[src/rtl/gwm_pkg.sv]
package gwm_pkg;

  // Number of pattern elements the cell row can hold.
  localparam int PATTERN_MAX = 64;

  // Width of the element count and of a cell index (holds PATTERN_MAX itself).
  localparam int CNT_W = $clog2(PATTERN_MAX + 1);

  // Special pattern characters.
  localparam logic [7:0] CHAR_STAR      = 8'h2A;
  localparam logic [7:0] CHAR_QUESTION  = 8'h3F;
  localparam logic [7:0] CHAR_BACKSLASH = 8'h5C;

  // ASCII upper-case range and the offset to lower case.
  localparam logic [7:0] UPPER_FIRST = 8'h41;
  localparam logic [7:0] UPPER_LAST  = 8'h5A;
  localparam logic [7:0] CASE_OFFSET = 8'h20;

  // Input item opcodes.
  typedef enum logic [1:0] {
    OP_CLEAR = 2'd0,
    OP_PAT   = 2'd1,
    OP_DATA  = 2'd2,
    OP_END   = 2'd3
  } opcode_t;

  // Kind of one stored pattern element.
  typedef enum logic [1:0] {
    KIND_LIT  = 2'd0,
    KIND_ANY  = 2'd1,
    KIND_STAR = 2'd2
  } kind_t;

  // Control broadcast from the top level to every cell of the row.
  typedef struct packed {
    logic             load_we;    // append one element at index count
    kind_t            load_kind;
    logic [7:0]       load_byte;
    logic             data_en;    // advance the marks by one data byte
    logic [7:0]       data_byte;  // data byte, case-folded when fold_en is set
    logic             fold_en;    // fold upper case before comparing
    logic             restart;    // marks restart with only position zero set
    logic [CNT_W-1:0] count;      // number of stored elements
  } gwm_ctrl_t;

  // Fold ASCII upper case to lower case when enabled.
  function automatic logic [7:0] fold_byte(input logic [7:0] c, input logic en);
    logic [7:0] res;
    res = c;
    if (en && (c >= UPPER_FIRST) && (c <= UPPER_LAST)) begin
      res = c + CASE_OFFSET;
    end
    return res;
  endfunction

endpackage

[src/rtl/gwm_cell.sv]
module gwm_cell (
  input  logic                    clk,
  input  logic                    rst_n,
  input  logic [gwm_pkg::CNT_W-1:0] cell_idx,
  input  gwm_pkg::gwm_ctrl_t      ctrl,
  input  logic                    close_in,
  input  logic                    adv_in,
  output logic                    close_out,
  output logic                    adv_out,
  output logic                    hit
);
  import gwm_pkg::*;

  logic       mark_r;
  logic       mark_nxt;
  kind_t      kind_r;
  logic [7:0] byte_r;
  logic       valid;
  logic       closed;
  logic       live;
  logic       is_star;
  logic       byte_eq;

  // Element occupancy and the closed mark of this position.
  assign valid   = (cell_idx < ctrl.count);
  assign closed  = mark_r | close_in;
  assign live    = closed & valid;
  assign is_star = (kind_r == KIND_STAR);
  assign byte_eq = (fold_byte(byte_r, ctrl.fold_en) == ctrl.data_byte);

  // A live star closes into the next position; a live literal or any advances.
  assign close_out = live & is_star;
  assign adv_out   = live & ~is_star & ((kind_r == KIND_ANY) | byte_eq);

  // This position is the end of the pattern and its mark is set.
  assign hit = closed & (cell_idx == ctrl.count);

  // Next mark: restart, or the raw mark after one data byte.
  always_comb begin
    mark_nxt = mark_r;
    if (ctrl.restart) begin
      mark_nxt = (cell_idx == '0);
    end else if (ctrl.data_en) begin
      mark_nxt = adv_in | close_out;
    end
  end

  always_ff @(posedge clk) begin
    if (!rst_n) begin
      mark_r <= (cell_idx == '0);
    end else begin
      mark_r <= mark_nxt;
    end
  end

  // Pattern element storage, written when an element is appended at this index.
  always_ff @(posedge clk) begin
    if (ctrl.load_we && (cell_idx == ctrl.count)) begin
      kind_r <= ctrl.load_kind;
      byte_r <= ctrl.load_byte;
    end
  end

endmodule

[src/rtl/glob_wildcard_match_unit.sv]
// Glob matcher: one input item is taken per cycle, back to back, unless a result is stalled.
// An end-of-data transfer gives its result on the next cycle; other items give no result.
// Every data byte updates all pattern positions at once in a row of cells; the star
// closure ripples through the row within that single cycle, which sets the clock period.
// Synchronous active-low reset empties the pattern, clears escape and overflow flags,
// sets case_sensitive to 0 and leaves only mark zero set; element storage is not cleared.
module glob_wildcard_match_unit (
  input  logic       clk,
  input  logic       rst_n,
  input  logic       cfg_we,
  input  logic       cfg_wdata,
  input  logic       in_valid,
  output logic       in_stall,
  input  logic [1:0] in_opcode,
  input  logic [7:0] in_byte_value,
  output logic       out_valid,
  input  logic       out_stall,
  output logic       out_matched,
  output logic       out_pattern_overflow
);
  import gwm_pkg::*;

  logic             case_sens_r;
  logic [CNT_W-1:0] count_r;
  logic [CNT_W-1:0] count_nxt;
  logic             esc_r;
  logic             esc_nxt;
  logic             ovf_r;
  logic             ovf_nxt;
  logic             mark_last_r;
  logic             mark_last_nxt;
  logic             out_valid_r;
  logic             out_valid_nxt;
  logic             out_matched_r;
  logic             out_ovf_r;

  logic             in_acc;
  opcode_t          op;
  logic             full;
  logic             store_req;
  kind_t            new_kind;
  gwm_ctrl_t        ctrl;
  logic             closed_last;
  logic             match_now;

  logic [PATTERN_MAX:0]   close_c;
  logic [PATTERN_MAX:0]   adv_c;
  logic [PATTERN_MAX-1:0] hits;

  assign in_acc = in_valid & ~in_stall;
  assign op     = opcode_t'(in_opcode);
  assign full   = (count_r == CNT_W'(PATTERN_MAX));

  // Configuration register.
  always_ff @(posedge clk) begin
    if (!rst_n) begin
      case_sens_r <= 1'b0;
    end else if (cfg_we) begin
      case_sens_r <= cfg_wdata;
    end
  end

  // Pattern loading: escape handling and element kind.
  always_comb begin
    store_req = 1'b0;
    esc_nxt   = esc_r;
    new_kind  = KIND_LIT;
    if (in_acc && (op == OP_PAT)) begin
      if (esc_r) begin
        esc_nxt   = 1'b0;
        store_req = 1'b1;
      end else if (in_byte_value == CHAR_BACKSLASH) begin
        esc_nxt = 1'b1;
      end else begin
        store_req = 1'b1;
        if (in_byte_value == CHAR_STAR) begin
          new_kind = KIND_STAR;
        end else if (in_byte_value == CHAR_QUESTION) begin
          new_kind = KIND_ANY;
        end
      end
    end else if (in_acc && (op == OP_CLEAR)) begin
      esc_nxt = 1'b0;
    end
  end

  // Element count and overflow flag.
  always_comb begin
    count_nxt = count_r;
    ovf_nxt   = ovf_r;
    if (in_acc && (op == OP_CLEAR)) begin
      count_nxt = '0;
      ovf_nxt   = 1'b0;
    end else if (store_req) begin
      if (full) begin
        ovf_nxt = 1'b1;
      end else begin
        count_nxt = count_r + CNT_W'(1);
      end
    end
  end

  // Control broadcast to the cell row.
  always_comb begin
    ctrl.load_we   = store_req & ~full;
    ctrl.load_kind = new_kind;
    ctrl.load_byte = in_byte_value;
    ctrl.data_en   = in_acc & (op == OP_DATA);
    ctrl.fold_en   = ~case_sens_r;
    ctrl.data_byte = fold_byte(in_byte_value, ~case_sens_r);
    ctrl.restart   = in_acc & ((op == OP_CLEAR) || (op == OP_END));
    ctrl.count     = count_r;
  end

  // Row of cells, one per pattern position.
  assign close_c[0] = 1'b0;
  assign adv_c[0]   = 1'b0;

  for (genvar gi = 0; gi < PATTERN_MAX; gi++) begin : g_cell
    gwm_cell u_cell (
      .clk       (clk),
      .rst_n     (rst_n),
      .cell_idx  (CNT_W'(gi)),
      .ctrl      (ctrl),
      .close_in  (close_c[gi]),
      .adv_in    (adv_c[gi]),
      .close_out (close_c[gi+1]),
      .adv_out   (adv_c[gi+1]),
      .hit       (hits[gi])
    );
  end

  // Mark past the last element, reached only when the row is full.
  assign closed_last = mark_last_r | close_c[PATTERN_MAX];
  assign match_now   = (|hits) | (closed_last & full);

  always_comb begin
    mark_last_nxt = mark_last_r;
    if (ctrl.restart) begin
      mark_last_nxt = 1'b0;
    end else if (ctrl.data_en) begin
      mark_last_nxt = adv_c[PATTERN_MAX];
    end
  end

  always_ff @(posedge clk) begin
    if (!rst_n) begin
      count_r     <= '0;
      esc_r       <= 1'b0;
      ovf_r       <= 1'b0;
      mark_last_r <= 1'b0;
    end else begin
      count_r     <= count_nxt;
      esc_r       <= esc_nxt;
      ovf_r       <= ovf_nxt;
      mark_last_r <= mark_last_nxt;
    end
  end

  // Output register: an end-of-data transfer loads it.
  assign in_stall      = out_valid_r & out_stall;
  assign out_valid_nxt = (in_acc && (op == OP_END)) | (out_valid_r & out_stall);

  always_ff @(posedge clk) begin
    if (!rst_n) begin
      out_valid_r <= 1'b0;
    end else begin
      out_valid_r <= out_valid_nxt;
    end
  end

  always_ff @(posedge clk) begin
    if (in_acc && (op == OP_END)) begin
      out_matched_r <= match_now;
      out_ovf_r     <= ovf_r;
    end
  end

  assign out_valid            = out_valid_r;
  assign out_matched          = out_matched_r;
  assign out_pattern_overflow = out_ovf_r;

`ifndef NO_ASSERTIONS
  // The element count never passes the row length.
  a_count_bound: assert property (@(posedge clk) disable iff (!rst_n)
    count_r <= CNT_W'(PATTERN_MAX))
    else $error("pattern count beyond row length");

  // A clear empties the pattern and drops the overflow flag.
  a_clear: assert property (@(posedge clk) disable iff (!rst_n)
    (in_acc && (op == OP_CLEAR)) |=> ((count_r == '0) && !ovf_r && !esc_r))
    else $error("clear did not empty the pattern");

  // A result appears only after an end-of-data transfer.
  a_result_src: assert property (@(posedge clk) disable iff (!rst_n)
    $rose(out_valid_r) |-> $past(in_acc && (op == OP_END)))
    else $error("result without end of data");

  // Overflow is raised only while the row is full.
  a_ovf_full: assert property (@(posedge clk) disable iff (!rst_n)
    $rose(ovf_r) |-> full)
    else $error("overflow raised with room left");

  // The final mark is clear whenever the row is not full.
  a_last_mark: assert property (@(posedge clk) disable iff (!rst_n)
    !full |-> !mark_last_r)
    else $error("final mark set with row not full");
`endif

endmodule
[config.mk]
export PLATFORM = sky130hd
export DESIGN_NAME = glob_wildcard_match_unit
export DESIGN_NICKNAME = d
export VERILOG_FILES = /design/src/rtl/gwm_pkg.sv /design/src/rtl/gwm_cell.sv /design/src/rtl/glob_wildcard_match_unit.sv
export SDC_FILE = /design/constraint.sdc
export NUM_CORES = 1
export LEC_CHECK = 0
export ABC_AREA = 1
export BUFFER_PORTS_ARGS = -buffer_cell sky130_fd_sc_hd__buf_2
export CORE_UTILIZATION = 60
export DETAILED_ROUTE_END_ITERATION = 7
export PLACE_DENSITY = 0.73
export SLEW_MARGIN = 30
export SYNTH_ARGS = -nofsm -noshare
export SYNTH_HDL_FRONTEND = slang
export SYNTH_HIERARCHICAL = 1
export SYNTH_SLANG_ARGS = --single-unit
[constraint.sdc]
create_clock -name clk -period 33.1 [get_ports clk]
set_clock_uncertainty 0.1 [all_clocks]
set_input_delay 3.31 -clock clk [delete_from_list [all_inputs] [get_ports clk]]
set_output_delay 3.31 -clock clk [all_outputs]
set_load 0.005 [all_outputs]
## Word-level counts from Yosys, hierarchy flattened

Index checks and enable logic that the tools add are counted.
W data, S select, Z words.

- Register bits after elaboration: 718
- Input port bits: 16
- Output and inout port bits: 4
- Logic and storage cells: 1592

- $add $sub $neg: 66
- Magnitude comparators: 194
- Equality and inequality tests: 262
- Muxes and demuxes: 77
- Bitwise operators: 587
- Reduce and logical (&&, ||, !) cells: 206

Operator list:

| cell | count |
|---|---|
| $add A8 B6 Y8 const B | 65 |
| $ge A8 B7 Y1 const B | 65 |
| $le A8 B7 Y1 const B | 65 |
| $mux W8 | 65 |
| $eq A8 B8 Y1 | 64 |
| $and A1 B1 Y1 | 326 |
| $eq A6 B7 Y1 const A | 32 |
| $lt A6 B7 Y1 const A | 32 |
| $logic_and A1 B1 Y1 | 197 |
| $or A1 B1 Y1 | 193 |
| $eq A2 B2 Y1 const B | 66 |
| $eq A2 B1 Y1 const B | 65 |
| $eq A5 B7 Y1 const A | 16 |
| $lt A5 B7 Y1 const A | 16 |
| $not A1 Y1 | 68 |
| $reduce_or A64 Y1 | 1 |
| $eq A4 B7 Y1 const A | 8 |
| $lt A4 B7 Y1 const A | 8 |
| $eq A3 B7 Y1 const A | 4 |
| $lt A3 B7 Y1 const A | 4 |
| $eq A8 B6 Y1 const B | 2 |
| $eq A2 B7 Y1 const A | 2 |
| $lt A1 B7 Y1 const A | 2 |
| $lt A2 B7 Y1 const A | 2 |
| other kinds (12) | 24 |

## Longest topological paths before layout

Gate-level depths: netlist (run 1).

- Word-level depth: 195
- Gate-level depth with buffers: 200
- Mapped depth without buffers: 200

## Modules after synthesis

The synthesis (run 1) kept the hierarchy.

Modules (own cells, without submodules):

| module | instances | cells each | area each (um2) | sequential area each (um2) |
|---|---|---|---|---|
| gwm_cell | 64 | 121 | 918.4 | 330.3 |
| glob_wildcard_match_unit | 1 | 194 | 1221.2 | 300.3 |

## Worst setup path after synthesis (run 1)

No wires, ideal clock.

- Kind: register -> register
- Start point: register count_r[0]
- End point: register out_matched_r, in the netlist out_matched (data pin)
- Setup time: 0.263 ns
- Data arrival time: 26.165 ns
- Data required time: 32.737 ns
- Setup slack: 6.572 ns
- Stages on the path, launching flop included: 199
- Path buffers: 0
- Period minus slack after synthesis: 26.528 ns
- Cells stage by stage: dfxtp_1 -> ha_1 -> o21ai_0 -> nand2_1 -> nand4_1 -> inv_1 -> o2111a_1 -> nand4_1 -> inv_1 -> o2111a_1 -> nand4_1 -> inv_1 -> o2111a_1 -> nand4_1 -> inv_1 -> o2111a_1 -> nand4_1 -> inv_1 -> [... 163 more ...] -> nand4_1 -> inv_1 -> o2111a_1 -> nand4_1 -> inv_1 -> o2111a_1 -> nand4_1 -> inv_1 -> o2111a_1 -> nand4_1 -> inv_1 -> o2111a_1 -> nand4_1 -> inv_1 -> nor2_1 -> nor2_1 -> nor3_1 -> nand3_1

- Word-level cells in the longest chain between the ends: 195
- Elaborated cells on any way between the ends: 388
- Those cells by class: order compare (64); eq/ne (64); bitwise (258); reduce/logical (2)

RTL lines:

| what | RTL line | text |
|---|---|---|
| start, declared | glob_wildcard_match_unit.sv:24 | `logic [CNT_W-1:0] count_r;` |
| start signal, assigned | glob_wildcard_match_unit.sv:153 | `count_r <= count_nxt;` |
| $lt A1 B7 Y1 | gwm_cell.sv:25 | `assign valid = (cell_idx < ctrl.count);` |
| $and A1 B1 Y1 | gwm_cell.sv:27 | `assign live = closed & valid;` |
| $and A1 B1 Y1 | gwm_cell.sv:32 | `assign close_out = live & is_star;` |
| net close_c[1] | glob_wildcard_match_unit.sv:46 | `logic [PATTERN_MAX:0] close_c;` |
| $or A1 B1 Y1 | gwm_cell.sv:26 | `assign closed = mark_r \| close_in;` |
| $and A1 B1 Y1 | gwm_cell.sv:27 |  |
| $and A1 B1 Y1 | gwm_cell.sv:32 |  |
| net close_c[2] | glob_wildcard_match_unit.sv:46 |  |
| [... 3 more ...] | - |  |
| net close_c[3] | glob_wildcard_match_unit.sv:46 |  |
| [... 3 more ...] | - |  |
| net close_c[4] | glob_wildcard_match_unit.sv:46 |  |
| [... 3 more ...] | - |  |
| net close_c[5] | glob_wildcard_match_unit.sv:46 |  |
| [... 3 more ...] | - |  |
| net close_c[6] | glob_wildcard_match_unit.sv:46 |  |
| [... 3 more ...] | - |  |
| net close_c[7] | glob_wildcard_match_unit.sv:46 |  |
| [... 3 more ...] | - |  |
| net close_c[8] | glob_wildcard_match_unit.sv:46 |  |
| [... 3 more ...] | - |  |
| net close_c[9] | glob_wildcard_match_unit.sv:46 |  |
| [... 3 more ...] | - |  |
| net close_c[10] | glob_wildcard_match_unit.sv:46 |  |
| [... 3 more ...] | - |  |
| net close_c[11] | glob_wildcard_match_unit.sv:46 |  |
| [... 3 more ...] | - |  |
| net close_c[12] | glob_wildcard_match_unit.sv:46 |  |
| [... 3 more ...] | - |  |
| net close_c[13] | glob_wildcard_match_unit.sv:46 |  |
| [... 3 more ...] | - |  |
| net close_c[14] | glob_wildcard_match_unit.sv:46 |  |
| [... 3 more ...] | - |  |
| net close_c[15] | glob_wildcard_match_unit.sv:46 |  |
| [... 3 more ...] | - |  |
| net close_c[16] | glob_wildcard_match_unit.sv:46 |  |
| [... 3 more ...] | - |  |
| net close_c[17] | glob_wildcard_match_unit.sv:46 |  |
| [... 3 more ...] | - |  |
| net close_c[18] | glob_wildcard_match_unit.sv:46 |  |
| [... 3 more ...] | - |  |
| net close_c[19] | glob_wildcard_match_unit.sv:46 |  |
| [... 3 more ...] | - |  |
| net close_c[20] | glob_wildcard_match_unit.sv:46 |  |
| [... 3 more ...] | - |  |
| net close_c[21] | glob_wildcard_match_unit.sv:46 |  |
| [... 3 more ...] | - |  |
| net close_c[22] | glob_wildcard_match_unit.sv:46 |  |
| [... 3 more ...] | - |  |
| net close_c[23] | glob_wildcard_match_unit.sv:46 |  |
| [... 3 more ...] | - |  |
| net close_c[24] | glob_wildcard_match_unit.sv:46 |  |
| [... 3 more ...] | - |  |
| net close_c[25] | glob_wildcard_match_unit.sv:46 |  |
| [... 3 more ...] | - |  |
| net close_c[26] | glob_wildcard_match_unit.sv:46 |  |
| [... 3 more ...] | - |  |
| net close_c[27] | glob_wildcard_match_unit.sv:46 |  |
| [... 3 more ...] | - |  |
| net close_c[28] | glob_wildcard_match_unit.sv:46 |  |
| [... 3 more ...] | - |  |
| net close_c[29] | glob_wildcard_match_unit.sv:46 |  |
| [... 3 more ...] | - |  |
| net close_c[30] | glob_wildcard_match_unit.sv:46 |  |
| [... 3 more ...] | - |  |
| net close_c[31] | glob_wildcard_match_unit.sv:46 |  |
| [... 3 more ...] | - |  |
| net close_c[32] | glob_wildcard_match_unit.sv:46 |  |
| [... 3 more ...] | - |  |
| net close_c[33] | glob_wildcard_match_unit.sv:46 |  |
| [... 3 more ...] | - |  |
| net close_c[34] | glob_wildcard_match_unit.sv:46 |  |
| [... 3 more ...] | - |  |
| net close_c[35] | glob_wildcard_match_unit.sv:46 |  |
| [... 3 more ...] | - |  |
| net close_c[36] | glob_wildcard_match_unit.sv:46 |  |
| [... 3 more ...] | - |  |
| net close_c[37] | glob_wildcard_match_unit.sv:46 |  |
| [... 3 more ...] | - |  |
| net close_c[38] | glob_wildcard_match_unit.sv:46 |  |
| [... 3 more ...] | - |  |
| net close_c[39] | glob_wildcard_match_unit.sv:46 |  |
| [... 3 more ...] | - |  |
| net close_c[40] | glob_wildcard_match_unit.sv:46 |  |
| [... 3 more ...] | - |  |
| net close_c[41] | glob_wildcard_match_unit.sv:46 |  |
| [... 3 more ...] | - |  |
| net close_c[42] | glob_wildcard_match_unit.sv:46 |  |
| [... 3 more ...] | - |  |
| net close_c[43] | glob_wildcard_match_unit.sv:46 |  |
| [... 3 more ...] | - |  |
| net close_c[44] | glob_wildcard_match_unit.sv:46 |  |
| [... 3 more ...] | - |  |
| net close_c[45] | glob_wildcard_match_unit.sv:46 |  |
| [... 3 more ...] | - |  |
| net close_c[46] | glob_wildcard_match_unit.sv:46 |  |
| [... 3 more ...] | - |  |
| net close_c[47] | glob_wildcard_match_unit.sv:46 |  |
| [... 3 more ...] | - |  |
| net close_c[48] | glob_wildcard_match_unit.sv:46 |  |
| [... 3 more ...] | - |  |
| net close_c[49] | glob_wildcard_match_unit.sv:46 |  |
| [... 3 more ...] | - |  |
| net close_c[50] | glob_wildcard_match_unit.sv:46 |  |
| [... 3 more ...] | - |  |
| net close_c[51] | glob_wildcard_match_unit.sv:46 |  |
| [... 3 more ...] | - |  |
| net close_c[52] | glob_wildcard_match_unit.sv:46 |  |
| [... 3 more ...] | - |  |
| net close_c[53] | glob_wildcard_match_unit.sv:46 |  |
| [... 3 more ...] | - |  |
| net close_c[54] | glob_wildcard_match_unit.sv:46 |  |
| [... 3 more ...] | - |  |
| net close_c[55] | glob_wildcard_match_unit.sv:46 |  |
| [... 3 more ...] | - |  |
| net close_c[56] | glob_wildcard_match_unit.sv:46 |  |
| [... 3 more ...] | - |  |
| net close_c[57] | glob_wildcard_match_unit.sv:46 |  |
| [... 3 more ...] | - |  |
| net close_c[58] | glob_wildcard_match_unit.sv:46 |  |
| [... 3 more ...] | - |  |
| net close_c[59] | glob_wildcard_match_unit.sv:46 |  |
| [... 3 more ...] | - |  |
| net close_c[60] | glob_wildcard_match_unit.sv:46 |  |
| [... 3 more ...] | - |  |
| net close_c[61] | glob_wildcard_match_unit.sv:46 |  |
| [... 3 more ...] | - |  |
| net close_c[62] | glob_wildcard_match_unit.sv:46 |  |
| [... 3 more ...] | - |  |
| net close_c[63] | glob_wildcard_match_unit.sv:46 |  |
| $or A1 B1 Y1 | gwm_cell.sv:26 |  |
| $and A1 B1 Y1 | gwm_cell.sv:27 |  |
| $and A1 B1 Y1 | gwm_cell.sv:32 |  |
| net close_c[64] | glob_wildcard_match_unit.sv:46 |  |
| $or A1 B1 Y1 | glob_wildcard_match_unit.sv:134 | `assign closed_last = mark_last_r \| close_c[PATTERN_MAX];` |
| $and A1 B1 Y1 | glob_wildcard_match_unit.sv:135 | `assign match_now = (\|hits) \| (closed_last & full);` |
| $or A1 B1 Y1 | glob_wildcard_match_unit.sv:135 |  |
| net match_now | glob_wildcard_match_unit.sv:44 | `logic match_now;` |
| end signal, assigned | glob_wildcard_match_unit.sv:174 | `out_matched_r <= match_now;` |
| end, declared | glob_wildcard_match_unit.sv:34 | `logic out_matched_r;` |

The timed path passes the listed nets, and every way through them passes these cells.
A chain may end at the register's enable or synchronous reset.

## Final worst setup path (run 1)

- Start point: register count_r[5]
- End point: register out_matched_r, in the netlist out_matched (data pin)

The elaborated chain is that of the path after synthesis.

==> flow_summary.ini, run 1 <==
[run_status]
outcome = completed

[sta]
slew_headroom = 0.320
tightest_slew_ns = 1.02
setup_tns_ns = 0
worst_hold_slack_ns = 0.347
report.final.slew_viol_count = 0
rsz0062_at_grt = false
setup_viol = 0
fin_crit_sh = 0.898
fmax_ghz = 0.0336
layout_min_cycle_time_ns = 29.73
hold_viol_final = 0

[layout]
drive_gt1_frac = 0.106
nets = 9520
syn_to_final_growth_pct = 14.1
fin_area_um2 = 68400
num_antenna_cells = 0
register_area_um2 = 21500
fillers = 8086
multiInputGateArea_um2 = 34700
final_core_util = 0.693

[logic_synthesis]
syn_area_um2 = 60000
synth-seq-area-share = 0.357
synthTopCellsByArea = edfxtp_1, inv_1, ha_1, nand2_1, nand4_1
synth_common_cells = inv_1, nand2_1, edfxtp_1
synthArstFlopShare = 0
yosys.area.top_type = edfxtp_1
synth-seq-cells = 718
ys.flop_type = edfxtp_1
yosys_warnings = 6
yosysTopAreaCellShare = 0.353
ys_types = 31
synth_edf_count = 706
avgSynthCellArea_um2 = 7.56
synth.most_common_cell = inv_1
synthCells = 7938

[setup_path]
start_kind = flop
r2r_end = out_matched
startpoint = count_r[5]
crit_path_frequent_cell = inv_1
slowest_delay_ns = 0.57
reg2reg_slack_ns = 3.37
cp.required_ns = 33.55
endpoint_kind = flop
r2r_cells = 200
crit_arrival_ns = 30.18
timing.rr.start = count_r[5]
slowest_stage = dfxtp_4
critPathMaxFanout = 21
path_class = reg -> reg

[routing]
drt-total-wl_mm = 147
drc_errors = 0
num_vias = 52174
via_per_inst = 5.05
postRouteAntennaNets = 0
drt-pass1-iter-count = 6
drt_iter0_drc = 3256
routedWlPerCell_um = 14.2

[clock_tree]
clockRootBuffer = clkbuf_16
htreeDepth = 3
cts_made_buffers = 86
clk_pin_slew_worst_paths_ns = 0.06
ctsLongestPathBuffers = 3
clock-sinks = 718
ctsResizeCount = 0
clock_latency_ns = 0.68
cts_tree = built

[grt]
grt_max_degree = 68
grt-ovfl-total = 0
antenna_found_initial = 0
grt_pass1_wl_mm = 238
first_global_vias = 48603
globalRouteTotalUtil = 0.290

[floorplanning]
io_pins = 20
die_h_um = 318
core_area_um2 = 98700
rows = 115
die_w_um = 318
dieArea_um2 = 101000
start_util = 0.608

[power_and_ir_drop]
p_leak_nw = 32.1
vdd_drop_max_mv = 0.0642
power_w = 0.00222
power_density_nw_per_um2 = 32.5

[hold_path]
min_path_type = reg -> reg
hold-path-endpoint = out_pattern_overflow
hp-start = ovf_r
hold_depth = 0

[placed_design]
dpl.hpwl_mm = 100
dpl_cell_area_um2 = 65500
port_buffers = 19
gp_congestion = 0.880

[flow_run]
max_cap_violations = 0
[power by group]
part           internal, W  switching, W
sequential         0.00101    0.00000613
clock             0.000558      0.000389
combinational    0.0000875      0.000174
[critical path, delay by kind of cell (launching register included)]
family / cells / cell delay (ns)
compound gates: 63 / 13.98
fa+ha+maj: 1 / 0.34
buf+inv: 65 / 6.64
flops: 1 / 0.57
simple gates: 71 / 7.96
[flip-flops by register name, summed over array words and instances, names as in the netlist, 7 cells and up]
| name | cells |
|---|---|
| count_r | 7 |
| g_cell.u_cell/byte_r | 512 |
| g_cell.u_cell/kind_r | 128 |
| g_cell.u_cell/mark_r | 64 |
[worst max-delay path by stage]
stage	cells after the start	slack (ns)	endpoint
finish	200	3.37	out_matched
global route	200	0.01	out_matched
CTS	200	3.33	out_matched
detailed placement	200	3.47	out_matched
global placement	200	4.62	out_matched
floorplan	198	6.57	out_matched
[through the flow]
step | cells | setup slack, ns
finish | 10341 | 3.37
floorplan | 8835 | 6.57
CTS | 10336 | 3.33
global placement | 10179 | 4.62
global route | 10341 | 0.0103
detailed placement | 10179 | 3.47
[final cells by class]
type | instances | share of cell area
clock buffer | 110 | 0.0340
multi-input combinational | 6167 | 0.508
inverter | 1950 | 0.107
clock inverter | 47 | 0.00664
sequential | 718 | 0.314
timing repair buffer | 62 | 0.00766
tap | 1287 | 0.0235
[routing by layer]
layer,part of all wire,vias to the layer above,global-route usage
met1,0.45,23781,0.389
li1,-,27003,-
met2,0.47,1150,0.496
met3,0.059,240,0.0334
met4,0.022,0,0.0753
met5,0,-,0
[cells by family after synthesis]
logic type,after synthesis,synth area share
xor+xnor,128,0.0187
buf+inv,1950,0.122
compound gates,589,0.0602
simple gates,4032,0.333
fa+ha+maj,519,0.108
flops,718,0.357
other cells,2,0.000125
[timing repair]
item / CTS / global route
setup buffers: 0 / 5
hold buffers: 0 / 0
setup endpoints to repair: 0 / 2
[cells in the final DEF (no fill, tap or decap), types with 194 or more instances in the layout]
cell,instances
conb_1,899
nand3_1,394
a21oi_1,260
ha_1,519
nand2_1,1641
nor2_1,646
edfxtp_1,706
o21ai_0,194
nand4_1,520
inv_1,1879
Power figures use the tool's default switching activity.
==> run 2: changes to the inputs <==
clock period = 31.9 ns   (was 33.1 ns; I/O delays follow)
==> flow_summary.ini, run 2 (synthesized netlist as in run 1, its figures left out) <==
[floorplanning]
io_pins = 20
start_util = 0.608
die_w_um = 318
core_area_um2 = 98700
die_h_um = 318
rows = 115
dieArea_um2 = 101000

[clock_tree]
htreeDepth = 3
clock_latency_ns = 0.68
clockRootBuffer = clkbuf_16
clock-sinks = 718
cts_tree = built
cts_made_buffers = 87
clk_pin_slew_worst_paths_ns = 0.07
ctsLongestPathBuffers = 3

[layout]
nets = 9559
top_register = g_cell.u_cell/byte_r
final_cell_mix = inv_1, nand2_1, conb_1
drive_gt1_frac = 0.112
largest_register_ffs = 512
register_area_um2 = 21500
fillers = 8132
multiInputGateArea_um2 = 34700
final_common_cell = inv_1
top_regs = g_cell.u_cell/byte_r x512, g_cell.u_cell/kind_r x128, g_cell.u_cell/mark_r x64
num_antenna_cells = 0
syn_to_final_growth_pct = 14.9

[power_and_ir_drop]
p_leak_nw = 32.4
power_w = 0.00237
power_density_nw_per_um2 = 34.4
vdd_drop_max_mv = 0.0628

[setup_path]
crit_family = compound AO/OA/AOI/OAI gates
path_class = reg -> reg
crit_arrival_ns = 29.78
start_kind = flop
slowest_stage = dfxtp_4
critPathMaxFanout = 7
crit_path_frequent_cell = nand4_1
cp.required_ns = 32.34
endpoint_kind = flop
crit_buf_inv = 65
slowest_delay_ns = 0.41

[placed_design]
port_buffers = 19
pre_cts_ws_ns = 2.23
gp_congestion = 0.888
dpl.hpwl_mm = 102

[routing]
drc_errors = 0
via_per_inst = 5.09
postRouteAntennaNets = 0
drt_iter0_drc = 3391
routedWlPerCell_um = 14.4
drt-pass1-iter-count = 6
drt-total-wl_mm = 150
num_vias = 52837

[sta]
hold_viol_final = 0
fin_crit_sh = 0.920
tightest_slew_ns = 0.994
slew_headroom = 0.337
setup_viol = 0
fmax_ghz = 0.0341
report.final.slew_viol_count = 0
setup_tns_ns = 0
layout_min_cycle_time_ns = 29.34
fin_ws_ns = 2.56

[grt]
globalRouteTotalUtil = 0.294
grt_pass1_wl_mm = 242
grt_max_degree = 67
first_global_vias = 49462
grt-ovfl-total = 0
antenna_found_initial = 1

[hold_path]
min_path_type = reg -> reg

[run_status]
outcome = completed

[flow_run]
max_cap_violations = 0
-- run 2: cell count changes in the layout (fill, tap and decap cells not counted), sizes merged --
cell,change
bufinv,+7
clkbuf,-8
clkinvlp,+1
inv,+3
clkinv,+3
buf,+37
-- run 2: cell type report --
| type | count | area share |
|---|---|---|
| Sequential cell | 718 | 0.311 |
| Inverter | 1950 | 0.106 |
| Timing Repair Buffer | 100 | 0.0123 |
| Multi-Input combinational cell | 6167 | 0.504 |
| Clock inverter | 61 | 0.0102 |
| Clock buffer | 101 | 0.0330 |
| Tap cell | 1287 | 0.0234 |
-- run 2: where the power goes --
group | switching, W | internal [W]
logic | 0.000182 | 0.0000919
clock network | 0.000413 | 0.000632
registers | 0.00000609 | 0.00105
total | 0.000601 | 0.00177
-- run 2: routing by layer --
metal  GRT usage  part of all wire  up-vias
met2       0.505              0.46     1233
met1       0.394              0.45    24246
met4      0.0738             0.022        2
met3      0.0338             0.061      238
met5           0          0.000060        -
li1            -                 -    27118
-- run 2: what timing repair did --
action,in CTS,in global routing
buffers inserted,0,39
gates resized for setup,0,12
endpoints found under the setup margin,0,5
hold buffers,0,0
-- run 2: metrics by stage --
| stage | utilization | cells | cell area (um2) | hold slack, ns |
|---|---|---|---|---|
| after floorplan | - | 8835 | 63400 | 0.308 |
| after global placement | 0.664 | 10182 | 65500 | 0.353 |
| after detailed placement | 0.664 | 10183 | 65500 | 0.331 |
| after CTS | 0.694 | 10345 | 68500 | 0.365 |
| after global routing | 0.699 | 10384 | 68900 | 0.380 |
| final | 0.699 | 10384 | 68900 | 0.357 |
-- run 2: final timing paths --
check	startpoint	endpoint	slack, ns	depth (start not counted)
max	count_r[1]	out_matched	2.56	200
min	ovf_r	out_pattern_overflow	0.36	0
max reg2reg	count_r[1]	out_matched	2.56	200
min reg2reg	ovf_r	out_pattern_overflow	0.36	0
